## src/complex_unit_normalizer_macros.svh

```systemverilog
// Assertion macros shared by the complex unit normalizer RTL
`ifndef COMPLEX_UNIT_NORMALIZER_MACROS_SVH
`define COMPLEX_UNIT_NORMALIZER_MACROS_SVH

`ifndef SYNTHESIS
// Same-cycle implication, disabled while in reset
`define CUN_ASSERT_IMPL(lbl, clk, rstn, ante, cons) \
  lbl: assert property (@(posedge clk) disable iff (!rstn) (ante) |-> (cons)) \
    else $error("cun assertion failed");
// Next-cycle implication, disabled while in reset
`define CUN_ASSERT_NEXT(lbl, clk, rstn, ante, cons) \
  lbl: assert property (@(posedge clk) disable iff (!rstn) (ante) |=> (cons)) \
    else $error("cun assertion failed");
`else
`define CUN_ASSERT_IMPL(lbl, clk, rstn, ante, cons)
`define CUN_ASSERT_NEXT(lbl, clk, rstn, ante, cons)
`endif

`endif

```

## src/cun_pkg.sv

```systemverilog
// Shared types, constants and gain functions for the complex unit normalizer
`timescale 1ns / 1ps
`default_nettype none

package cun_pkg;

  // Result word width and rotation datapath width (Q30 plus headroom)
  localparam int unsigned OUT_W       = 24;
  localparam int unsigned ROT_W       = 33;

  // Prescale: larger magnitude ends up in [2^NORM_TOP, 2^NORM_LIM)
  localparam int unsigned NORM_TOP    = 29;
  localparam int unsigned NORM_LIM    = NORM_TOP + 1;
  localparam int unsigned NORM_STAGES = 5;

  // Q30 to Q22 rounding and saturation
  localparam int unsigned ROUND_SHIFT = 8;
  localparam int unsigned UNIT_Q22    = 1 << 22;
  localparam logic signed [ROT_W:0] ROUND_BIAS = (ROT_W + 1)'(1 << (ROUND_SHIFT - 1));
  localparam logic signed [ROT_W:0] SAT_HI     = (ROT_W + 1)'(UNIT_Q22);
  localparam logic signed [ROT_W:0] SAT_LO     = -SAT_HI;

  // Side-band bits that travel with every word through the pipe
  typedef struct packed {
    logic valid;
    logic zero;
    logic flip;
    logic last;
  } cun_ctrl_t;

  // Integer square root, bit-pair method (elaboration only)
  function automatic logic [63:0] isqrt64(input logic [63:0] n);
    logic [63:0] num;
    logic [63:0] root;
    logic [63:0] bitv;
    int          i;
    num  = n;
    root = '0;
    bitv = 64'h4000_0000_0000_0000;
    for (i = 0; i < 32; i++) begin
      if (bitv > num) begin
        bitv = bitv >> 2;
      end
    end
    for (i = 0; i < 32; i++) begin
      if (bitv != '0) begin
        if (num >= root + bitv) begin
          num  = num - (root + bitv);
          root = (root >> 1) + bitv;
        end else begin
          root = root >> 1;
        end
        bitv = bitv >> 2;
      end
    end
    return root;
  endfunction

  // 1/K in Q30 for the given number of micro-rotations, rounded half up
  function automatic logic [63:0] inv_gain_q30(input int unsigned steps);
    logic [63:0] p;
    logic [63:0] k;
    logic [63:0] num;
    logic [63:0] rem;
    logic [63:0] quo;
    int          i;
    p = 64'h1000_0000_0000_0000;
    for (i = 0; i < int'(steps); i++) begin
      p = p + (p >> (2 * i));
    end
    k   = isqrt64(p);
    num = 64'h1000_0000_0000_0000 + (k >> 1);
    rem = '0;
    quo = '0;
    // restoring long division, one quotient bit per pass
    for (i = 63; i >= 0; i--) begin
      rem = {rem[62:0], num[i]};
      if (k != '0 && rem >= k) begin
        rem    = rem - k;
        quo[i] = 1'b1;
      end
    end
    return quo;
  endfunction

endpackage

`default_nettype wire

```

## src/cun_prescale.sv

```systemverilog
// Half-plane fold and staged power-of-two normalization of the input sample
`timescale 1ns / 1ps
`default_nettype none

module cun_prescale import cun_pkg::*; #(
  parameter int unsigned SAMPLE_BITS = 24,
  parameter int unsigned VW          = 34
) (
  input  wire logic                          clk_i,
  input  wire logic                          rst_ni,
  input  wire logic                          adv_i,
  input  wire logic                          valid_i,
  input  wire logic signed [SAMPLE_BITS-1:0] real_i,
  input  wire logic signed [SAMPLE_BITS-1:0] imag_i,
  input  wire logic                          last_i,
  output      logic signed [VW-1:0]          x_o,
  output      logic signed [VW-1:0]          y_o,
  output      cun_ctrl_t                     ctrl_o
);

  logic signed [SAMPLE_BITS:0] re_x, im_x, fx, fy, ay;
  logic        [SAMPLE_BITS:0] mag;
  cun_ctrl_t                   ctrl_d;

  logic signed [VW-1:0] x_q   [NORM_STAGES+1];
  logic signed [VW-1:0] y_q   [NORM_STAGES+1];
  logic        [VW-1:0] m_q   [NORM_STAGES+1];
  cun_ctrl_t            ctrl_q[NORM_STAGES+1];

  // Fold into the right half-plane, larger magnitude of the two parts
  always_comb begin
    re_x          = {real_i[SAMPLE_BITS-1], real_i};
    im_x          = {imag_i[SAMPLE_BITS-1], imag_i};
    ctrl_d.valid  = valid_i;
    ctrl_d.flip   = real_i[SAMPLE_BITS-1];
    ctrl_d.zero   = (real_i == '0) && (imag_i == '0);
    ctrl_d.last   = last_i;
    fx            = ctrl_d.flip ? -re_x : re_x;
    fy            = ctrl_d.flip ? -im_x : im_x;
    ay            = im_x[SAMPLE_BITS] ? -im_x : im_x;
    mag           = (fx > ay) ? SAMPLE_BITS'(0) + fx : SAMPLE_BITS'(0) + ay;
  end

  always_ff @(posedge clk_i or negedge rst_ni) begin
    if (!rst_ni) begin
      ctrl_q[0] <= '0;
    end else if (adv_i) begin
      ctrl_q[0] <= ctrl_d;
    end
  end

  always_ff @(posedge clk_i) begin
    if (adv_i) begin
      x_q[0] <= VW'(fx);
      y_q[0] <= VW'(fy);
      m_q[0] <= VW'(mag);
    end
  end

  // Shift stages: 16, 8, 4, 2, 1 while the result stays below 2^NORM_LIM
  for (genvar j = 0; j < NORM_STAGES; j++) begin : g_norm
    localparam int unsigned K = (1 << (NORM_STAGES - 1)) >> j;
    logic do_shift;

    assign do_shift = (m_q[j][VW-1:NORM_LIM-K] == '0);

    always_ff @(posedge clk_i or negedge rst_ni) begin
      if (!rst_ni) begin
        ctrl_q[j+1] <= '0;
      end else if (adv_i) begin
        ctrl_q[j+1] <= ctrl_q[j];
      end
    end

    always_ff @(posedge clk_i) begin
      if (adv_i) begin
        x_q[j+1] <= do_shift ? (x_q[j] <<< K) : x_q[j];
        y_q[j+1] <= do_shift ? (y_q[j] <<< K) : y_q[j];
        m_q[j+1] <= do_shift ? (m_q[j] << K)  : m_q[j];
      end
    end
  end

  assign x_o    = x_q[NORM_STAGES];
  assign y_o    = y_q[NORM_STAGES];
  assign ctrl_o = ctrl_q[NORM_STAGES];

endmodule

`default_nettype wire

```

## config.mk

```make
export PLATFORM = sky130hd
export DESIGN_NAME = cun_prescale
export DESIGN_NICKNAME = d
export VERILOG_FILES = /design/src/complex_unit_normalizer_macros.svh /design/src/cun_pkg.sv /design/src/cun_prescale.sv
export SDC_FILE = /design/constraint.sdc
export NUM_CORES = 1
export LEC_CHECK = 0
export ABC_CLOCK_PERIOD_IN_PS = 2100
export BUFFER_PORTS_ARGS = -buffer_cell sky130_fd_sc_hd__clkbuf_2
export CAP_MARGIN = 20
export CELL_PAD_IN_SITES_DETAIL_PLACEMENT = 0
export CELL_PAD_IN_SITES_GLOBAL_PLACEMENT = 1
export CORE_MARGIN = 1.5
export CORE_UTILIZATION = 46
export DETAILED_ROUTE_END_ITERATION = 12
export PLACE_DENSITY_LB_ADDON = 0.1
export SYNTH_ARGS = -nofsm -noshare
export SYNTH_HDL_FRONTEND = slang
export SYNTH_SLANG_ARGS = --single-unit
```

## constraint.sdc

```tcl
create_clock -name clk_i -period 2.1 [get_ports clk_i]
set_clock_uncertainty 0.1 [all_clocks]
set_input_delay 0.42 -clock clk_i [delete_from_list [all_inputs] [get_ports clk_i]]
set_output_delay 0.42 -clock clk_i [all_outputs]
set_load 0.02 [all_outputs]
```

==> impl_metrics.yaml, run 1 <==
global_routing:
  track_usage_pct: 17.8
  antenna_found_initial: 1
  grt_pass1_vias: 12122
  grt_max_degree: 70
  grt_pass1_wl_um: 65400
  grt-ovfl-total: 0
logic_synthesis:
  yosys_warnings: 0
  synth_top_cell_area_share_pct: 65.5
  syn_area_um2: 20900
  syn_avg_cell_area_um2: 14.8
  synth-main-ff-cell: "edfxtp_1"
  ys_top_cells_by_area: "edfxtp_1, mux2_2, nand2_1"
  synthCells: 1415
  synth_area_leader_cell: "edfxtp_1"
  yosysSeqAreaShare_pct: 68.4
  ys_ff_latch: 481
  synth_edf_count: 457
  synth_async_sr_flop_share_pct: 4.99
  synth_cell_types: 54
setup_path:
  cp-start-kind: "primary input"
  cpLargestDelayFamily: "compound AO/OA/AOI/OAI gates"
  worstSetupPathType: "in -> reg"
  r2r_start: "m_q[4][33]"
  max_stage_delay_ns: 0.52
  cp_cell_sequence: "buf_6 -> or4_4 -> or3_4 -> buf_4 -> o41ai_4 -> xor2_1 -> inv_1 -> ha_1 -> a21o_1 -> a21oi_1 -> o2111ai_2 -> a41oi_2 -> mux2_4 -> mux2_4"
  crit_buf_inv: 3
  cp_max_fo: 6
  crit_top_cell: "mux2_4"
  arrival_ns: 3.92
  end_kind: "register"
  crit_slowest_cell: "or4_4"
  startpoint: "real_i[10]"
  required_ns: 2.34
sta:
  hold_viol: 0
  maxSlewHeadroom_pct: 61.8
  maxSlewViolCount: 0
  timing.fmax_mhz: 272
  finalCriticalPeriod_ns: 3.68
  worst_pin_slew_ns: 0.574
  setup_ws_ns: -1.58
  finalCritPeriodShare_pct: 175
  final-setup-viol-count: 35
  rsz0062_at_grt: "true"
worst_hold_path:
  hp-class: "in -> reg"
  hp-start: "real_i[0]"
layout:
  fillers: 3510
  drive_gt1_share_pct: 42.3
  multi_input_area_um2: 6860
  utilization_pct: 60.0
  instances_no_fill: 2410
  area_growth_pct: 27.9
  final_nets: 1858
  antenna_cells: 0
  area.sequential_um2: 14300
power_and_ir_drop:
  leakage_nw: 10.8
  powerDensity_nw_per_um2: 851
  peakVddDrop_mv: 0.590
job:
  drv_cap: 0
drt:
  wl_per_cell_um: 17.3
  drt-pass1-iter-count: 7
  ant_nets: 0
  drtIter0Drc: 511
  drc: 0
  viasPerCell: 4.88
  drt-total-wl_um: 41600
  vias: 11749
cts:
  cts_buffers: 50
  clk_pin_slew_ns: 0.06
  cts_root_buf: "clkbuf_16"
  cts_tree: "done"
  clock_latency_ns: 0.58
  cts_buffer_depth: 3
  cts_sinks: 481
  h-tree-depth: 2
placement:
  numPortBuffers: 124
  dp_hpwl_um: 28800
  gp_congestion: 0.891
  dp.cells: 2264
run_status:
  violations: "setup timing"
  status: "finished, violations left"
floorplanning:
  core_um2: 44600
  fp.dieArea_um2: 46800
  ios: 125
  die_height_um: 216
  num_rows: 77
  initial_utilization_pct: 46.9
  die_w_um: 216
==> metrics by stage <==
step                      hold WS [ns]  setup TNS [ns]  setup slack, ns  instance area, um2  power [mW]
final                           0.0729          -39.74            -1.58               26800        22.8
after global routing            0.0625          -45.38            -1.71               26800        23.7
after CTS                       0.0476          -41.89            -1.62               26200        22.9
after detailed placement         0.336          -78.48            -2.46               23900        14.1
after global placement           0.334          -76.25            -2.40               23900        14.1
after floorplan                 0.0244          -54.56            -2.03               21100        13.0
==> area by class of cell <==
cell class	count	share of cell area [%]
clock buffer	59	4.88
clock inverter	35	1.11
inverter	30	0.448
multi-input combinational	826	25.6
sequential	481	53.5
tap	592	2.77
timing repair buffer	387	11.7
==> state kept, by name, indices dropped and copies added (netlist names) <==
| register | count |
|---|---|
| x_q | 195 |
| y_q | 195 |
| m_q | 67 |
| ctrl_o | 4 |
| ctrl_q | 20 |
==> per-layer routing <==
layer	GRT usage (%)	vias to the layer above	routed length (um)
met5	0	-	0
li1	-	5861	-
met4	8.24	0	1600
met3	2.53	81	1350
met1	24.1	5600	18900
met2	28.8	207	19800
==> final timing paths <==
path | to | slack, ns | cells after the start
worst max-delay path | m_q[0][23] | -1.58 | 14
worst min-delay path | x_q[0][0] | 0.07 | 2
worst max register to register | x_q[5][19] | 0 | 5
worst min register to register | m_q[4][33] | 0.33 | 0
max in group asynchronous | ctrl_q[17] | 1.25 | 2
min in group asynchronous | ctrl_q[23] | 0.27 | 2
==> power breakdown <==
part | switching (mW) | internal (mW) | leakage, nW
combinational | 1.20 | 1.25 | 5.18
sequential | 0.355 | 11.4 | 4.78
clock | 3.61 | 4.96 | 0.800
total | 5.16 | 17.6 | 10.8
==> repair_timing <==
item                                    CTS  global route
endpoints found under the setup margin   79           113
endpoints found under the hold margin    26             0
cloned                                    4             4
hold buffers                              3             0
buffers inserted                         35            12
pin swaps                                29            30
resized for setup                        67            89
==> synthesized netlist by cell type (2+ instances only) <==
master,instances
a21o_1,40
a21oi_1,10
a41o_1,2
and2_1,60
and3_1,2
buf_1,9
buf_2,7
buf_4,4
clkbuf_1,62
dfrtp_1,24
edfxtp_1,457
ha_1,29
inv_1,30
mux2_2,215
mux2i_1,24
nand2_1,244
nand2_2,2
nand2b_1,3
nand3_1,8
nand4_1,7
nor2_1,15
nor2b_1,10
nor3_1,4
nor4_1,7
nor4_4,2
o211ai_1,2
o21ai_0,16
o21ai_1,5
o31ai_1,7
o41ai_1,3
or2_2,6
or3_1,10
or3_4,3
or4_1,3
or4_4,4
xnor2_1,22
xor2_1,39
xor2_2,2
==> layout by cell type (no fill, tap or decap), types with 7 or more instances in the layout <==
cell type,count
nor2b_1,10
clkinv_2,18
xor2_1,32
nand2_1,242
mux2_4,53
o21ai_0,10
clkbuf_16,55
xnor2_1,22
inv_1,24
edfxtp_1,457
clkbuf_1,8
and2_1,59
dfrtp_1,24
mux2i_1,23
buf_6,15
clkbuf_2,119
ha_4,8
nor2_1,9
ha_1,21
mux2_2,163
clkinv_1,8
a21o_1,40
buf_12,21
nand4_1,7
buf_4,216
xor2_2,9
or3_1,7
==> kinds of logic after synthesis <==
logic type | count (synthesis) | synth area share (%)
other | 1 | 0.0179
adder cells (fa/ha/maj) | 29 | 1.73
XOR/XNOR | 63 | 2.71
multiplexers | 240 | 12.8
buffers and inverters | 113 | 2.17
AND/OR/NAND/NOR | 394 | 9.02
flip-flops | 481 | 68.4
AO/OA/AOI/OAI | 94 | 3.20
No activity file was read; power rests on OpenSTA's default activity.
==> run 2: changes to the inputs <==
--- a/config.mk
+++ b/config.mk
@@ -11,7 +11,8 @@
 export CELL_PAD_IN_SITES_DETAIL_PLACEMENT = 0
 export CELL_PAD_IN_SITES_GLOBAL_PLACEMENT = 1
 export CORE_MARGIN = 1.5
-export CORE_UTILIZATION = 46
+export CORE_UTILIZATION = 48
+export CTS_BUF_LIST = sky130_fd_sc_hd__clkbuf_4
 export DETAILED_ROUTE_END_ITERATION = 12
 export PLACE_DENSITY_LB_ADDON = 0.1
 export SYNTH_ARGS = -nofsm -noshare
==> run 2 against run 1 <==
Against the previous run:
- the run ends with hold timing, setup timing left
- power shrank 5.8%
- combinational power is essentially flat
- flip-flop and latch count is the same
- utilization grew 2.2 points
- sequential power is essentially flat
- die area shrank 4.1%
- critical path depth grew 4
- worst setup slack gained 0.15 ns
- sequential share of layout area shrank 0.052 points
- largest cell class unchanged
==> impl_metrics.yaml, run 2 (synthesis gave the netlist of run 1 again) <==
worst_hold_path:
  holdPathStages: 4
  holdPathEnd: "m_q[0][19]"
  hp-class: "in -> reg"
  hp-start: "real_i[19]"
sta:
  whs_ns: -0.00484
  final-setup-viol-count: 34
  timing.fmax_mhz: 283
  finalCriticalPeriod_ns: 3.53
  worst_pin_slew_ns: 0.531
  setup_ws_ns: -1.43
  finalCritPeriodShare_pct: 168
  maxSlewViolCount: 0
  maxSlewHeadroom_pct: 64.3
  rsz0062_at_grt: "true"
  hold_viol: 1
floorplanning:
  initial_utilization_pct: 48.6
  die_height_um: 212
  fp.dieArea_um2: 44900
  num_rows: 76
  ios: 125
  die_w_um: 212
  core_um2: 43100
cts:
  cts_buffers: 119
  h-tree-depth: 3
  cts_sinks: 481
  clk_pin_slew_ns: 0.07
  hold_buffers: 32
  cts_buffer_depth: 3
  cts_root_buf: "clkbuf_4"
  clock_latency_ns: 0.81
  cts_tree: "done"
placement:
  gp_congestion: 0.920
  dp_hpwl_um: 28000
  dpl-instance-area_um2: 23800
  numPortBuffers: 124
setup_path:
  r2r_end: "x_q[5][32]"
  required_ns: 2.51
  rrSetupSlack_ns: -0.02
  cp_max_fo: 10
  worstSetupPathType: "in -> reg"
  r2r_cells: 5
  arrival_ns: 3.94
  end_kind: "register"
  r2r_start: "m_q[4][31]"
  cp-start-kind: "primary input"
global_routing:
  grt_max_degree: 81
  grt_pass1_vias: 12493
  track_usage_pct: 18.7
  grt_pass1_wl_um: 64800
  use_met2_pct: 30.6
  grtUsageMet1_pct: 23.8
  met3_usage_pct: 3.83
  gr-max-usage-layer: "met2"
  antenna_found_initial: 1
  grt-ovfl-total: 0
layout:
  layout_common_cells: "edfxtp_1, nand2_1, buf_4, clkbuf_4, clkbuf_2"
  fin_area_um2: 26800
  reg_top3: "x_q (195), y_q (195), m_q (67)"
  drive_gt1_share_pct: 42.9
  area_growth_pct: 28.0
  final_nets: 1936
  final_common_cell: "edfxtp_1"
  fillers: 3306
drt:
  drt-pass1-iter-count: 5
  ant_nets: 0
  drtIter0Drc: 593
  drc: 0
  drt-total-wl_um: 42400
  vias: 12219
  wl_per_cell_um: 16.8
  viasPerCell: 4.84
power_and_ir_drop:
  total_power_mw: 21.5
  peakVddDrop_mv: 0.415
  powerDensity_nw_per_um2: 800
  leakage_nw: 11.0
run_status:
  status: "finished, violations left"
  violations: "hold timing, setup timing"
job:
  drv_cap: 0
==> run 2: per-stage QoR <==
step                setup slack [ns]  hold WS [ns]  utilization (%)  cells  TNS, ns
global placement               -2.43         0.329             55.3   2244   -76.60
global route                   -1.51      -0.00212             62.2   2523   -41.14
detailed placement             -2.51         0.337             55.3   2244   -81.12
CTS                            -1.29       -0.0960             60.1   2504   -32.52
finish                         -1.43      -0.00484             62.2   2523   -35.06
floorplan                      -2.03        0.0244                -   1420   -54.56
==> run 2: worst max-delay path, cell delays in order <==
cell     delay (ns)
buf_6          0.09
or4_4          0.53
or3_4          0.35
nor4_4         0.19
nand2_2        0.16
buf_6          0.15
o21ai_2        0.13
xor2_1         0.23
inv_1          0.13
ha_4           0.17
a21oi_1        0.16
nand2_1        0.09
a21oi_1        0.18
o21ai_1        0.10
a41oi_2        0.19
mux2_4         0.39
buf_12         0.17
mux2i_1        0.12
==> run 2: worst max path at each step <==
stage / from / end / slack, ns / cells after the start
3_5_place_dp: imag_i[0] / m_q[0][23] / -2.51 / 16
5_1_grt: real_i[10] / m_q[0][3] / -1.51 / 18
4_1_cts: real_i[10] / m_q[0][12] / -1.29 / 17
6_report: real_i[10] / m_q[0][3] / -1.43 / 18
2_1_floorplan: real_i[10] / m_q[0][23] / -2.03 / 16
3_3_place_gp: imag_i[0] / m_q[0][23] / -2.43 / 16
==> run 2: cell type report <==
| cell class | count | area, um2 | share of cell area [%] |
|---|---|---|---|
| Clock inverter | 32 | 150 | 0.560 |
| Tap cell | 585 | 732 | 2.73 |
| Inverter | 30 | 113 | 0.420 |
| Antenna cell | 1 | 2.50 | 0.00933 |
| Timing Repair Buffer | 396 | 3280 | 12.2 |
| Clock buffer | 172 | 1290 | 4.82 |
| Sequential cell | 481 | 14300 | 53.4 |
| Multi-Input combinational cell | 826 | 6920 | 25.8 |
==> run 2: repair_timing <==
item                                    4_1_cts  5_1_grt
buffers inserted                             24       13
hold endpoints to repair                     82        1
pin swaps                                     9       16
gates resized for setup                      30      141
endpoints found under the setup margin       86      159
gates cloned                                  0       16
==> run 2: report_power, final <==
part,internal [mW],total [mW],switching (mW),leakage [nW]
sequential,11.4,11.8,0.355,4.78
clock,3.83,7.27,3.43,0.864
combinational,1.24,2.42,1.17,5.36
==> run 2: per-layer routing <==
| metal | vias to the layer above | part of all wire (%) |
|---|---|---|
| met3 | 61 | 4.0 |
| met5 | - | 0 |
| met2 | 278 | 49 |
| li1 | 6097 | - |
| met4 | 0 | 3.2 |
| met1 | 5783 | 44 |
