**src/complex_unit_normalizer_macros.svh**
```systemverilog
// Assertion macros shared by the complex unit normalizer RTL
`ifndef COMPLEX_UNIT_NORMALIZER_MACROS_SVH
`define COMPLEX_UNIT_NORMALIZER_MACROS_SVH

`ifndef SYNTHESIS
// Same-cycle implication, disabled while in reset
`define CUN_ASSERT_IMPL(lbl, clk, rstn, ante, cons) \
  lbl: assert property (@(posedge clk) disable iff (!rstn) (ante) |-> (cons)) \
    else $error("cun assertion failed");
// Next-cycle implication, disabled while in reset
`define CUN_ASSERT_NEXT(lbl, clk, rstn, ante, cons) \
  lbl: assert property (@(posedge clk) disable iff (!rstn) (ante) |=> (cons)) \
    else $error("cun assertion failed");
`else
`define CUN_ASSERT_IMPL(lbl, clk, rstn, ante, cons)
`define CUN_ASSERT_NEXT(lbl, clk, rstn, ante, cons)
`endif

`endif

```
**src/cun_pkg.sv**
```systemverilog
// Shared types, constants and gain functions for the complex unit normalizer
`timescale 1ns / 1ps
`default_nettype none

package cun_pkg;

  // Result word width and rotation datapath width (Q30 plus headroom)
  localparam int unsigned OUT_W       = 24;
  localparam int unsigned ROT_W       = 33;

  // Prescale: larger magnitude ends up in [2^NORM_TOP, 2^NORM_LIM)
  localparam int unsigned NORM_TOP    = 29;
  localparam int unsigned NORM_LIM    = NORM_TOP + 1;
  localparam int unsigned NORM_STAGES = 5;

  // Q30 to Q22 rounding and saturation
  localparam int unsigned ROUND_SHIFT = 8;
  localparam int unsigned UNIT_Q22    = 1 << 22;
  localparam logic signed [ROT_W:0] ROUND_BIAS = (ROT_W + 1)'(1 << (ROUND_SHIFT - 1));
  localparam logic signed [ROT_W:0] SAT_HI     = (ROT_W + 1)'(UNIT_Q22);
  localparam logic signed [ROT_W:0] SAT_LO     = -SAT_HI;

  // Side-band bits that travel with every word through the pipe
  typedef struct packed {
    logic valid;
    logic zero;
    logic flip;
    logic last;
  } cun_ctrl_t;

  // Integer square root, bit-pair method (elaboration only)
  function automatic logic [63:0] isqrt64(input logic [63:0] n);
    logic [63:0] num;
    logic [63:0] root;
    logic [63:0] bitv;
    int          i;
    num  = n;
    root = '0;
    bitv = 64'h4000_0000_0000_0000;
    for (i = 0; i < 32; i++) begin
      if (bitv > num) begin
        bitv = bitv >> 2;
      end
    end
    for (i = 0; i < 32; i++) begin
      if (bitv != '0) begin
        if (num >= root + bitv) begin
          num  = num - (root + bitv);
          root = (root >> 1) + bitv;
        end else begin
          root = root >> 1;
        end
        bitv = bitv >> 2;
      end
    end
    return root;
  endfunction

  // 1/K in Q30 for the given number of micro-rotations, rounded half up
  function automatic logic [63:0] inv_gain_q30(input int unsigned steps);
    logic [63:0] p;
    logic [63:0] k;
    logic [63:0] num;
    logic [63:0] rem;
    logic [63:0] quo;
    int          i;
    p = 64'h1000_0000_0000_0000;
    for (i = 0; i < int'(steps); i++) begin
      p = p + (p >> (2 * i));
    end
    k   = isqrt64(p);
    num = 64'h1000_0000_0000_0000 + (k >> 1);
    rem = '0;
    quo = '0;
    // restoring long division, one quotient bit per pass
    for (i = 63; i >= 0; i--) begin
      rem = {rem[62:0], num[i]};
      if (k != '0 && rem >= k) begin
        rem    = rem - k;
        quo[i] = 1'b1;
      end
    end
    return quo;
  endfunction

endpackage

`default_nettype wire

```
**src/cun_cordic_stage.sv**
```systemverilog
// One CORDIC step: vectoring micro-rotation and the mirrored rotation of the gain vector
`timescale 1ns / 1ps
`default_nettype none

module cun_cordic_stage import cun_pkg::*; #(
  parameter int unsigned VW    = 34,
  parameter int unsigned SHIFT = 0
) (
  input  wire logic                    clk_i,
  input  wire logic                    rst_ni,
  input  wire logic                    adv_i,
  input  wire logic signed [VW-1:0]    x_i,
  input  wire logic signed [VW-1:0]    y_i,
  input  wire logic signed [ROT_W-1:0] rx_i,
  input  wire logic signed [ROT_W-1:0] ry_i,
  input  wire cun_ctrl_t               ctrl_i,
  output      logic signed [VW-1:0]    x_o,
  output      logic signed [VW-1:0]    y_o,
  output      logic signed [ROT_W-1:0] rx_o,
  output      logic signed [ROT_W-1:0] ry_o,
  output      cun_ctrl_t               ctrl_o
);

  logic                    dir;
  logic signed [VW-1:0]    xs, ys, x_d, y_d;
  logic signed [ROT_W-1:0] rxs, rys, rx_d, ry_d;
  logic signed [VW-1:0]    x_q, y_q;
  logic signed [ROT_W-1:0] rx_q, ry_q;
  cun_ctrl_t               ctrl_q;

  // Direction from the sign of y; rotation turns the opposite way
  always_comb begin
    dir  = ~y_i[VW-1];
    xs   = x_i >>> SHIFT;
    ys   = y_i >>> SHIFT;
    rxs  = rx_i >>> SHIFT;
    rys  = ry_i >>> SHIFT;
    x_d  = dir ? x_i + ys   : x_i - ys;
    y_d  = dir ? y_i - xs   : y_i + xs;
    rx_d = dir ? rx_i - rys : rx_i + rys;
    ry_d = dir ? ry_i + rxs : ry_i - rxs;
  end

  always_ff @(posedge clk_i or negedge rst_ni) begin
    if (!rst_ni) begin
      ctrl_q <= '0;
    end else if (adv_i) begin
      ctrl_q <= ctrl_i;
    end
  end

  always_ff @(posedge clk_i) begin
    if (adv_i) begin
      x_q  <= x_d;
      y_q  <= y_d;
      rx_q <= rx_d;
      ry_q <= ry_d;
    end
  end

  assign x_o    = x_q;
  assign y_o    = y_q;
  assign rx_o   = rx_q;
  assign ry_o   = ry_q;
  assign ctrl_o = ctrl_q;

endmodule

`default_nettype wire

```
**config.mk**
```make
export PLATFORM = sky130hd
export DESIGN_NAME = cun_cordic_stage
export DESIGN_NICKNAME = d
export VERILOG_FILES = /design/src/complex_unit_normalizer_macros.svh /design/src/cun_pkg.sv /design/src/cun_cordic_stage.sv
export SDC_FILE = /design/constraint.sdc
export NUM_CORES = 1
export LEC_CHECK = 0
export BUFFER_PORTS_ARGS = -buffer_cell sky130_fd_sc_hd__clkbuf_2
export CORE_ASPECT_RATIO = 2
export CORE_MARGIN = 2
export CORE_UTILIZATION = 40
export CTS_BUF_LIST = sky130_fd_sc_hd__clkbuf_8 sky130_fd_sc_hd__clkbuf_16
export DETAILED_ROUTE_END_ITERATION = 8
export GPL_TIMING_DRIVEN = 0
export PLACE_DENSITY = 0.66
export SLEW_MARGIN = 5
export SYNTH_ARGS = -nofsm -noshare
export SYNTH_HDL_FRONTEND = slang
export SYNTH_SLANG_ARGS = --single-unit
```
**constraint.sdc**
```tcl
create_clock -name clk_i -period 1 [get_ports clk_i]
set_clock_uncertainty 0.15 [all_clocks]
set_input_delay 0.1 -clock clk_i [delete_from_list [all_inputs] [get_ports clk_i]]
set_output_delay 0.1 -clock clk_i [all_outputs]
set_load 0.005 [all_outputs]
```
==> results of run 1 <==
[state kept, by name, indices dropped and copies added (netlist names)]
signal  cells
y_o        33
rx_o       33
ry_o       32
x_o        34
ctrl_o      4
[metrics by stage]
step / std cells / TNS (ns)
after global routing: 2866 / -199.52
final: 2867 / -185.97
after global placement: 2680 / -541.63
after floorplan: 1888 / -140.37
after CTS: 2809 / -178.46
after detailed placement: 2681 / -289.18
[logic make-up after synthesis]
| kind of cell | share of synthesized area |
|---|---|
| AND/OR/NAND/NOR | 0.152 |
| flip-flops | 0.263 |
| XOR/XNOR | 0.0725 |
| buffers and inverters | 0.0754 |
| multiplexers | 0.0236 |
| AO/OA/AOI/OAI | 0.247 |
| adder cells (fa/ha/maj) | 0.166 |
[timing repair]
item	in CTS	in global routing
setup buffers	97	65
pin swaps	177	196
gates resized for setup	370	268
hold endpoints to repair	14	3
gates cloned	0	1
endpoints found under the setup margin	329	333
[cells in the mapped netlist (6+ instances only)]
cell      number
a21oi_1      205
inv_1        202
ha_1         196
nor2_1       167
edfxtp_1     132
o21ai_0      121
xnor2_1      107
nand2_1       95
nor3_1        49
clkbuf_1      41
o21bai_1      34
mux2i_1       32
nor2b_1       31
nand3_1       30
a21o_1        28
a211oi_1      27
buf_2         25
nand2b_1      23
buf_1         21
xor2_1        21
nor4_1        19
o31ai_1       19
a31oi_1       18
o211ai_1      18
nand4_1       17
or2_2         13
o21a_1        12
and3_1        11
or3_1         11
a311oi_1       7
o22ai_1        7
a211o_1        6
a221o_1        6
fa_1           6
nand3b_1       6
o31a_1         6
[metal layers]
layer  vias to the layer above  GRT usage  share of wire
li1                       7641          -              -
met4                         8      0.341           0.11
met5                         -          0        0.00076
met3                       415     0.0731          0.057
met2                       870      0.681           0.53
met1                      8152      0.308           0.29
[layout make-up]
type | count | area share
Tap cell | 515 | 0.0272
Multi-Input combinational cell | 1453 | 0.567
Inverter | 208 | 0.0401
Timing Repair Buffer | 435 | 0.139
Buffer | 83 | 0.0303
Clock inverter | 15 | 0.00702
Sequential cell | 136 | 0.171
Antenna cell | 5 | 0.000528
Clock buffer | 17 | 0.0179
[worst min-delay path by stage]
| stage | startpoint | to | slack [ns] |
|---|---|---|---|
| floorplan | rst_ni | ctrl_o[0] | -0.35 |
| global placement | rst_ni | ctrl_o[1] | -0.24 |
| detailed placement | rst_ni | ctrl_o[3] | -0.24 |
| CTS | ry_i[32] | rx_o[32] | -0.11 |
| global route | ry_i[32] | rx_o[32] | -0.07 |
| finish | ry_i[32] | rx_o[32] | -0.12 |
[where the power goes]
part           switching, mW  internal, mW  leakage (nW)
registers              0.332          7.59          1.34
logic                   8.48          6.39          8.28
clock network           3.12          3.72         0.276
==> flow_metrics.env, run 1 <==
export IMPL_grt_first_pass_wirelength_um=106000
export IMPL_yosysSeqAreaShare=0.263
export IMPL_rrSetupSlack_ns=0.11
export IMPL_final_common_cell="clkbuf_2"
export IMPL_grt_max_degree=70
export IMPL_crit_path_start="ry_i[0]"
export IMPL_via_count=17086
export IMPL_cpPeakStageDelay_ns=0.42
export IMPL_viasPerCell=5.96
export IMPL_hp_class="input port to register"
export IMPL_cp_max_fo=2
export IMPL_final_cell_mix="256 x clkbuf_2, 157 x inv_1, 147 x ha_1"
export IMPL_slowest_stage="o41a_1"
export IMPL_leakagePower_nw=9.90
export IMPL_yosys_warnings=0
export IMPL_final_setup_worst_slack_ns=-1.82
export IMPL_pre_cts_slack_ns=-2.89
export IMPL_synthCells=1888
export IMPL_totalWireLength_um=75100
export IMPL_r2r_end="ctrl_o[2]"
export IMPL_p_per_area_mw_per_mm2=1250
export IMPL_yosysTopAreaCell="edfxtp_1"
export IMPL_gr_usage_all_layers=0.362
export IMPL_ys_ff_latch=136
export IMPL_holdBufCountCts=7
export IMPL_endpoint="ry_o[30]"
export IMPL_die_x_um=143
export IMPL_synth_edf_count=132
export IMPL_total_power_mw=29.6
export IMPL_fp_dieH_um=282
export IMPL_wire_per_inst_um=26.2
export IMPL_max_freq_mhz=355
export IMPL_dpl_cell_area_mm2=0.0190
export IMPL_cts_buffers_inserted=17
export IMPL_crit_cells=16
export IMPL_r2r_start="ctrl_o[2]"
export IMPL_clk_pin_slew_ns=0.07
export IMPL_synth_top_cell_area_share=0.256
export IMPL_drt_first_iter_violations=1029
export IMPL_finalCriticalPeriod_ns=2.82
export IMPL_worst_path_most_repeated_cell="buf_6"
export IMPL_violations="hold timing, capacitance limit, slew limit, setup timing"
export IMPL_max_slew_margin=-0.0270
export IMPL_initial_core_util=0.407
export IMPL_final_layout_size_suffix_gt1_frac=0.442
export IMPL_irDropWorstVdd_mv=1.25
export IMPL_ys_types=82
export IMPL_synth_area_top_cells="edfxtp_1 26%, ha_1 16%, a21oi_1 6.6%"
export IMPL_htree_levels=4
export IMPL_rsz0062_at_grt="true"
export IMPL_period_share=2.82
export IMPL_ant_nets=0
export IMPL_holdWs_ns=-0.117
export IMPL_tightest_slew_ns=1.54
export IMPL_slew_violations=11
export IMPL_status="complete, but fails checks"
export IMPL_globalplace_congestion=1.06
export IMPL_die_area_mm2=0.0403
export IMPL_final_cell_area_mm2=0.0237
export IMPL_ios=279
export IMPL_whs_path_depth=3
export IMPL_num_rows=101
export IMPL_antenna_found_initial=11
export IMPL_worst_r2r_cell_count=1
export IMPL_cp_arrival_ns=2.87
export IMPL_worstPathRequired_ns=1.05
export IMPL_hpwl_um=56200
export IMPL_multiInputGateArea_mm2=0.0134
export IMPL_cts_sinks=136
export IMPL_clockBufferDepth=2
export IMPL_cts_tree="done"
export IMPL_critPathKind="input port to register"
export IMPL_crit_chain="clkbuf_16, buf_6, buf_12, inv_12, ha_4, fa_2, inv_2, a21oi_4, o22ai_4, or2_4, a221o_1, o41a_1, buf_6, a31oi_1, mux2i_1, xor2_1"
export IMPL_finalSetupViolCount=308
export IMPL_area_growth_pct=53.3
export IMPL_grt_ovfl_total=0
export IMPL_fillerInstances=3268
export IMPL_crit_buf_inv=6
export IMPL_final_util=0.623
export IMPL_regArea_mm2=0.00406
export IMPL_avgSynthCellArea_um2=8.19
export IMPL_dr_pass1_iters=5
export IMPL_hold_viol=3
export IMPL_async_flop_share=0.0294
export IMPL_drc=0
export IMPL_worstSetupEndpointType="register"
export IMPL_syn_area_mm2=0.0155
export IMPL_grt_pass1_vias=17475
export IMPL_crit_path_start_kind="input port"
export IMPL_root_buffer="clkbuf_16"
export IMPL_nNetsFinal=2677
export IMPL_core_mm2=0.0380
export IMPL_cap_violations=1
export IMPL_cp_top_family="compound AO/OA/AOI/OAI gates"
export IMPL_insertion_delay_ns=0.48
export IMPL_synth_flop_cell="edfxtp_1"
export IMPL_syn_num_nets=2231
export IMPL_io_buffer_count=277
No activity file was read; power rests on OpenSTA's default activity.
==> run 2: changes to the inputs <==
clock period = 3.4 ns   (was 1 ns; I/O delays follow)
==> run 2 against run 1 <==
The flow finishes with violations (setup timing). Register-to-register slack gained 2.4 ns. Critical path depth down 4. Cell count fell by 4.9%. Sequential cell count unchanged.
==> flow_metrics.env, run 2 (synthesis results as in run 1) <==
export IMPL_status="complete, but fails checks"
export IMPL_violations="setup timing"
export IMPL_max_freq_mhz=290
export IMPL_htree_levels=4
export IMPL_cts_sinks=136
export IMPL_cts_buffers_inserted=17
export IMPL_dr_pass1_iters=6
export IMPL_area_growth_pct=19.1
export IMPL_multiInputGateArea_mm2=0.0104
export IMPL_final_layout_size_suffix_gt1_frac=0.185
export IMPL_core_mm2=0.0380
export IMPL_final_common_cell="clkbuf_2"
export IMPL_slowest_stage="o41ai_1"
export IMPL_die_x_um=143
export IMPL_tightest_slew_ns=1.34
export IMPL_fp_dieH_um=282
export IMPL_critPathKind="input port to register"
export IMPL_gr_usage_all_layers=0.333
export IMPL_rsz0062_at_grt="true"
export IMPL_cap_violations=0
export IMPL_drt_first_iter_violations=1143
export IMPL_crit_chain="clkbuf_2, inv_1, ha_1, buf_2, a21oi_1, o22ai_1, o41ai_1, o21ai_1, a221o_1, a211o_1, o21ai_1, xnor2_1"
export IMPL_setup_tns_ns=-0.108
export IMPL_grt_pass1_vias=16309
export IMPL_finalSetupViolCount=3
export IMPL_final_setup_worst_slack_ns=-0.0527
export IMPL_worstSetupEndpointType="register"
export IMPL_finalCriticalPeriod_ns=3.45
export IMPL_placed_cells=2681
export IMPL_cts_tree="done"
export IMPL_p_per_area_mw_per_mm2=401
export IMPL_hpwl_um=54800
export IMPL_num_rows=101
export IMPL_wire_per_inst_um=24.9
export IMPL_regArea_mm2=0.00406
export IMPL_fillerInstances=3756
export IMPL_cp_arrival_ns=3.49
export IMPL_leakagePower_nw=8.29
export IMPL_largest_register_ffs=34
export IMPL_final_cell_mix="280 x clkbuf_2, 205 x a21oi_1, 204 x inv_1"
export IMPL_globalplace_congestion=1.07
export IMPL_period_share=1.02
export IMPL_stdcell_count=2726
export IMPL_final_util=0.484
export IMPL_grt_ovfl_total=0
export IMPL_grt_max_degree=80
export IMPL_viasPerCell=5.93
export IMPL_antenna_found_initial=4
export IMPL_irDropWorstVdd_mv=0.377
export IMPL_worst_r2r_cell_count=1
export IMPL_drc=0
export IMPL_die_area_mm2=0.0403
export IMPL_root_buffer="clkbuf_16"
export IMPL_insertion_delay_ns=0.46
export IMPL_crit_path_start_kind="input port"
export IMPL_nNetsFinal=2538
export IMPL_hold_viol=0
export IMPL_cpPeakStageDelay_ns=0.93
export IMPL_total_power_mw=7.38
export IMPL_slew_violations=0
export IMPL_max_slew_margin=0.108
export IMPL_pre_cts_slack_ns=-1.27
export IMPL_worst_path_most_repeated_cell="o21ai_1"
export IMPL_ios=279
export IMPL_via_count=16167
export IMPL_clockBufferDepth=2
export IMPL_hp_class="input port to asynchronous set/reset pin"
export IMPL_cp_max_fo=10
export IMPL_initial_core_util=0.407
export IMPL_clk_pin_slew_ns=0.07
export IMPL_totalWireLength_um=68000
export IMPL_grt_first_pass_wirelength_um=98000
export IMPL_worstPathRequired_ns=3.44
export IMPL_io_buffer_count=277
export IMPL_ant_nets=0
## run 2: cell types whose count changed in the layout (fill, tap and decap cells not counted), sizes merged
cell / previous run / this run
clkbuf: 324 / 337
inv: 201 / 209
dlygate4sd3: 7 / 5
clkinvlp: 10 / 1
diode: 5 / 3
clkdlybuf4s15: 0 / 1
bufinv: 2 / 3
buf: 204 / 53
## run 2: per-layer routing
layer / track usage / share of wire / up-vias
met5: 0 / 0.00012 / -
met2: 0.630 / 0.53 / 822
met1: 0.284 / 0.30 / 7651
met4: 0.307 / 0.11 / 2
li1: - / - / 7339
met3: 0.0647 / 0.055 / 353
## run 2: metrics by stage
step	cell area, um2	hold WS (ns)
after global routing	18400	0.0681
final	18400	0.0630
after global placement	17500	-0.00570
after detailed placement	17500	0.000993
after CTS	18300	0.0490
after floorplan	15500	-0.106
## run 2: final timing paths
path / startpoint / to / slack [ns]
max: rx_i[2] / rx_o[20] / -0.05
min: rst_ni / ctrl_o[2] / 0.06
max reg2reg: ctrl_o[0] / ctrl_o[0] / 2.50
min reg2reg: ctrl_o[1] / ctrl_o[1] / 0.37
max in group asynchronous: rst_ni / ctrl_o[1] / 2.92
min in group clk_i: x_i[33] / x_o[33] / 0.07
## run 2: where the power goes
| group | internal (mW) | switching [mW] |
|---|---|---|
| Sequential | 2.23 | 0.0914 |
| Clock | 1.16 | 0.823 |
| Combinational | 1.11 | 1.97 |
## run 2: what timing repair did
action,4_1_cts,5_1_grt
hold endpoints to repair,8,0
pin swaps,1,3
resized for setup,17,27
hold buffers,5,0
endpoints found under the setup margin,26,39
buffers inserted,1,4
## run 2: layout make-up
| type | instances | area share |
|---|---|---|
| clock buffers | 17 | 0.0231 |
| inverters | 208 | 0.0424 |
| multi-input cells | 1453 | 0.565 |
| clock inverters | 15 | 0.00951 |
| well taps | 515 | 0.0350 |
| plain buffers | 91 | 0.0215 |
| repair buffers | 288 | 0.0820 |
| flip-flops and latches | 136 | 0.221 |
| diodes | 3 | 0.000408 |
## run 2: critical path: cells and delay by family
| family | cells | cell delay [ns] |
|---|---|---|
| xor gates and xnor gates | 1 | 0.11 |
| AOI/OAI and AO/OA | 7 | 2.40 |
| buffers and inverters | 3 | 0.35 |
| adders and majority gates | 1 | 0.28 |
==> run 3: changes to the inputs <==
MAX_ROUTING_LAYER = met4   (was default)
SKIP_CTS_REPAIR_TIMING = 1   (was default)
==> run 3 against run 2 <==
The flow still finishes with violations (setup timing). First-iteration DRC count shrank 11%. Fmax rose by 0.35%. Non-clock buffer count down 4. Cell area decreased by 0.13%. Power fell by 0.22%. Critical path depth grew 1. Clock power about the same. Count of clock-buffer cells in the layout did not move. Sequential cell count unchanged. Sequential share of layout area about the same. Utilization shrank 0.062 points. Routed wire length up 1.1%.
==> flow_metrics.env, run 3 (synthesis results as in run 1) <==
export IMPL_status="complete, but fails checks"
export IMPL_ios=279
export IMPL_crit_path_start_kind="input port"
export IMPL_cp_top_family="compound AO/OA/AOI/OAI gates"
export IMPL_grt_pass1_vias=16328
export IMPL_clk_pin_slew_ns=0.06
export IMPL_cap_violations=0
export IMPL_fp_dieH_um=282
export IMPL_grt_first_pass_wirelength_um=98600
export IMPL_max_slew_margin=0.130
export IMPL_die_x_um=143
export IMPL_tightest_slew_ns=1.30
export IMPL_setup_tns_ns=-0.0656
export IMPL_rsz0062_at_grt="true"
export IMPL_via_count=16284
export IMPL_period_share=1.01
export IMPL_initial_core_util=0.407
export IMPL_largest_register_ffs=34
export IMPL_finalSetupViolCount=2
export IMPL_finalCriticalPeriod_ns=3.44
export IMPL_drt_first_iter_violations=1013
export IMPL_slew_violations=0
export IMPL_crit_buf_inv=2
export IMPL_leakagePower_nw=8.28
export IMPL_gr_usage_all_layers=0.345
export IMPL_final_util=0.484
export IMPL_worstSetupEndpointType="register"
export IMPL_cp_max_fo=4
export IMPL_hold_viol=0
export IMPL_final_cell_mix="280 x clkbuf_2, 206 x inv_1, 204 x a21oi_1"
export IMPL_final_common_cell="clkbuf_2"
export IMPL_cts_tree="done"
export IMPL_violations="setup timing"
export IMPL_antenna_found_initial=4
export IMPL_wire_per_inst_um=25.2
export IMPL_cp_arrival_ns=3.49
export IMPL_totalWireLength_um=68700
export IMPL_hp_class="input port to register"
export IMPL_clockBufferDepth=2
export IMPL_final_cell_area_mm2=0.0184
export IMPL_crit_chain="clkbuf_2, inv_1, ha_1, fa_1, nor2b_1, o31a_1, o22ai_1, o21ai_2, nand3_1, a2111oi_2, o21a_1, o31ai_1, xnor2_1"
export IMPL_p_per_area_mw_per_mm2=400
export IMPL_regArea_mm2=0.00406
export IMPL_grt_ovfl_total=0
export IMPL_root_buffer="clkbuf_16"
export IMPL_total_power_mw=7.37
export IMPL_ant_nets=0
export IMPL_max_freq_mhz=291
export IMPL_slowest_stage="a2111oi_2"
export IMPL_worstPathRequired_ns=3.45
export IMPL_num_rows=101
export IMPL_multiInputGateArea_mm2=0.0104
export IMPL_area_growth_pct=19.0
export IMPL_cts_buffers_inserted=17
export IMPL_htree_levels=4
export IMPL_irDropWorstVdd_mv=0.408
export IMPL_final_setup_worst_slack_ns=-0.0407
export IMPL_die_area_mm2=0.0403
export IMPL_core_mm2=0.0380
export IMPL_cts_sinks=136
export IMPL_holdWs_ns=0.0627
export IMPL_cpPeakStageDelay_ns=0.52
export IMPL_io_buffer_count=277
export IMPL_viasPerCell=5.98
export IMPL_insertion_delay_ns=0.47
export IMPL_grt_max_degree=86
export IMPL_nNetsFinal=2534
export IMPL_hpwl_um=55400
export IMPL_critPathKind="input port to register"
export IMPL_dr_pass1_iters=6
export IMPL_final_layout_size_suffix_gt1_frac=0.183
export IMPL_drc=0
export IMPL_dpl_cell_area_mm2=0.0175
export IMPL_fillerInstances=3841
export IMPL_globalplace_congestion=1.10
-- run 3: cell types whose count changed in the layout (fill, tap and decap cells not counted), moves of 2 or more --
cell and change:
buf_4 -4, inv_1 +2, o21bai_1 -2, o21bai_2 +2, o41ai_1 -2, o41ai_2 +2
-- run 3: area by class of cell --
cell class	count	share of cell area
multi-input cells	1453	0.567
flip-flops and latches	136	0.221
repair buffers	284	0.0805
inverters	208	0.0424
well taps	515	0.0350
clock buffers	17	0.0231
plain buffers	91	0.0212
clock inverters	15	0.00884
diodes	4	0.000544
-- run 3: metal layers --
| metal | share of wire | vias up | wire length [um] | track usage |
|---|---|---|---|---|
| li1 | - | 7332 | - | - |
| met2 | 0.53 | 855 | 36400 | 0.630 |
| met5 | 0 | - | 0 | - |
| met3 | 0.054 | 364 | 3730 | 0.0579 |
| met1 | 0.30 | 7733 | 20900 | 0.290 |
| met4 | 0.11 | 0 | 7670 | 0.320 |
-- run 3: power by group --
group          internal (mW)  leakage (nW)  switching, mW
Sequential              2.23          1.34         0.0893
Combinational           1.11          6.64           1.98
Clock                   1.14         0.304          0.813
-- run 3: path summary, 6_finish.rpt --
path | start | to | slack, ns | depth (start not counted)
min in group asynchronous | rst_ni | ctrl_o[3] | 0.08 | 2
worst min-delay path | x_i[33] | x_o[33] | 0.06 | 2
max in group asynchronous | rst_ni | ctrl_o[2] | 2.90 | 2
worst max-delay path | x_i[0] | x_o[22] | -0.04 | 13
worst min register to register | ctrl_o[2] | ctrl_o[2] | 0.36 | 1
worst max register to register | ctrl_o[3] | ctrl_o[3] | 2.47 | 1
-- run 3: metrics by stage --
step | cells | worst slack, ns
floorplan | 1888 | 0.396
global placement | 2680 | -1.16
detailed placement | 2681 | -1.16
CTS | 2713 | -0.695
global route | 2723 | -0.0243
finish | 2723 | -0.0407
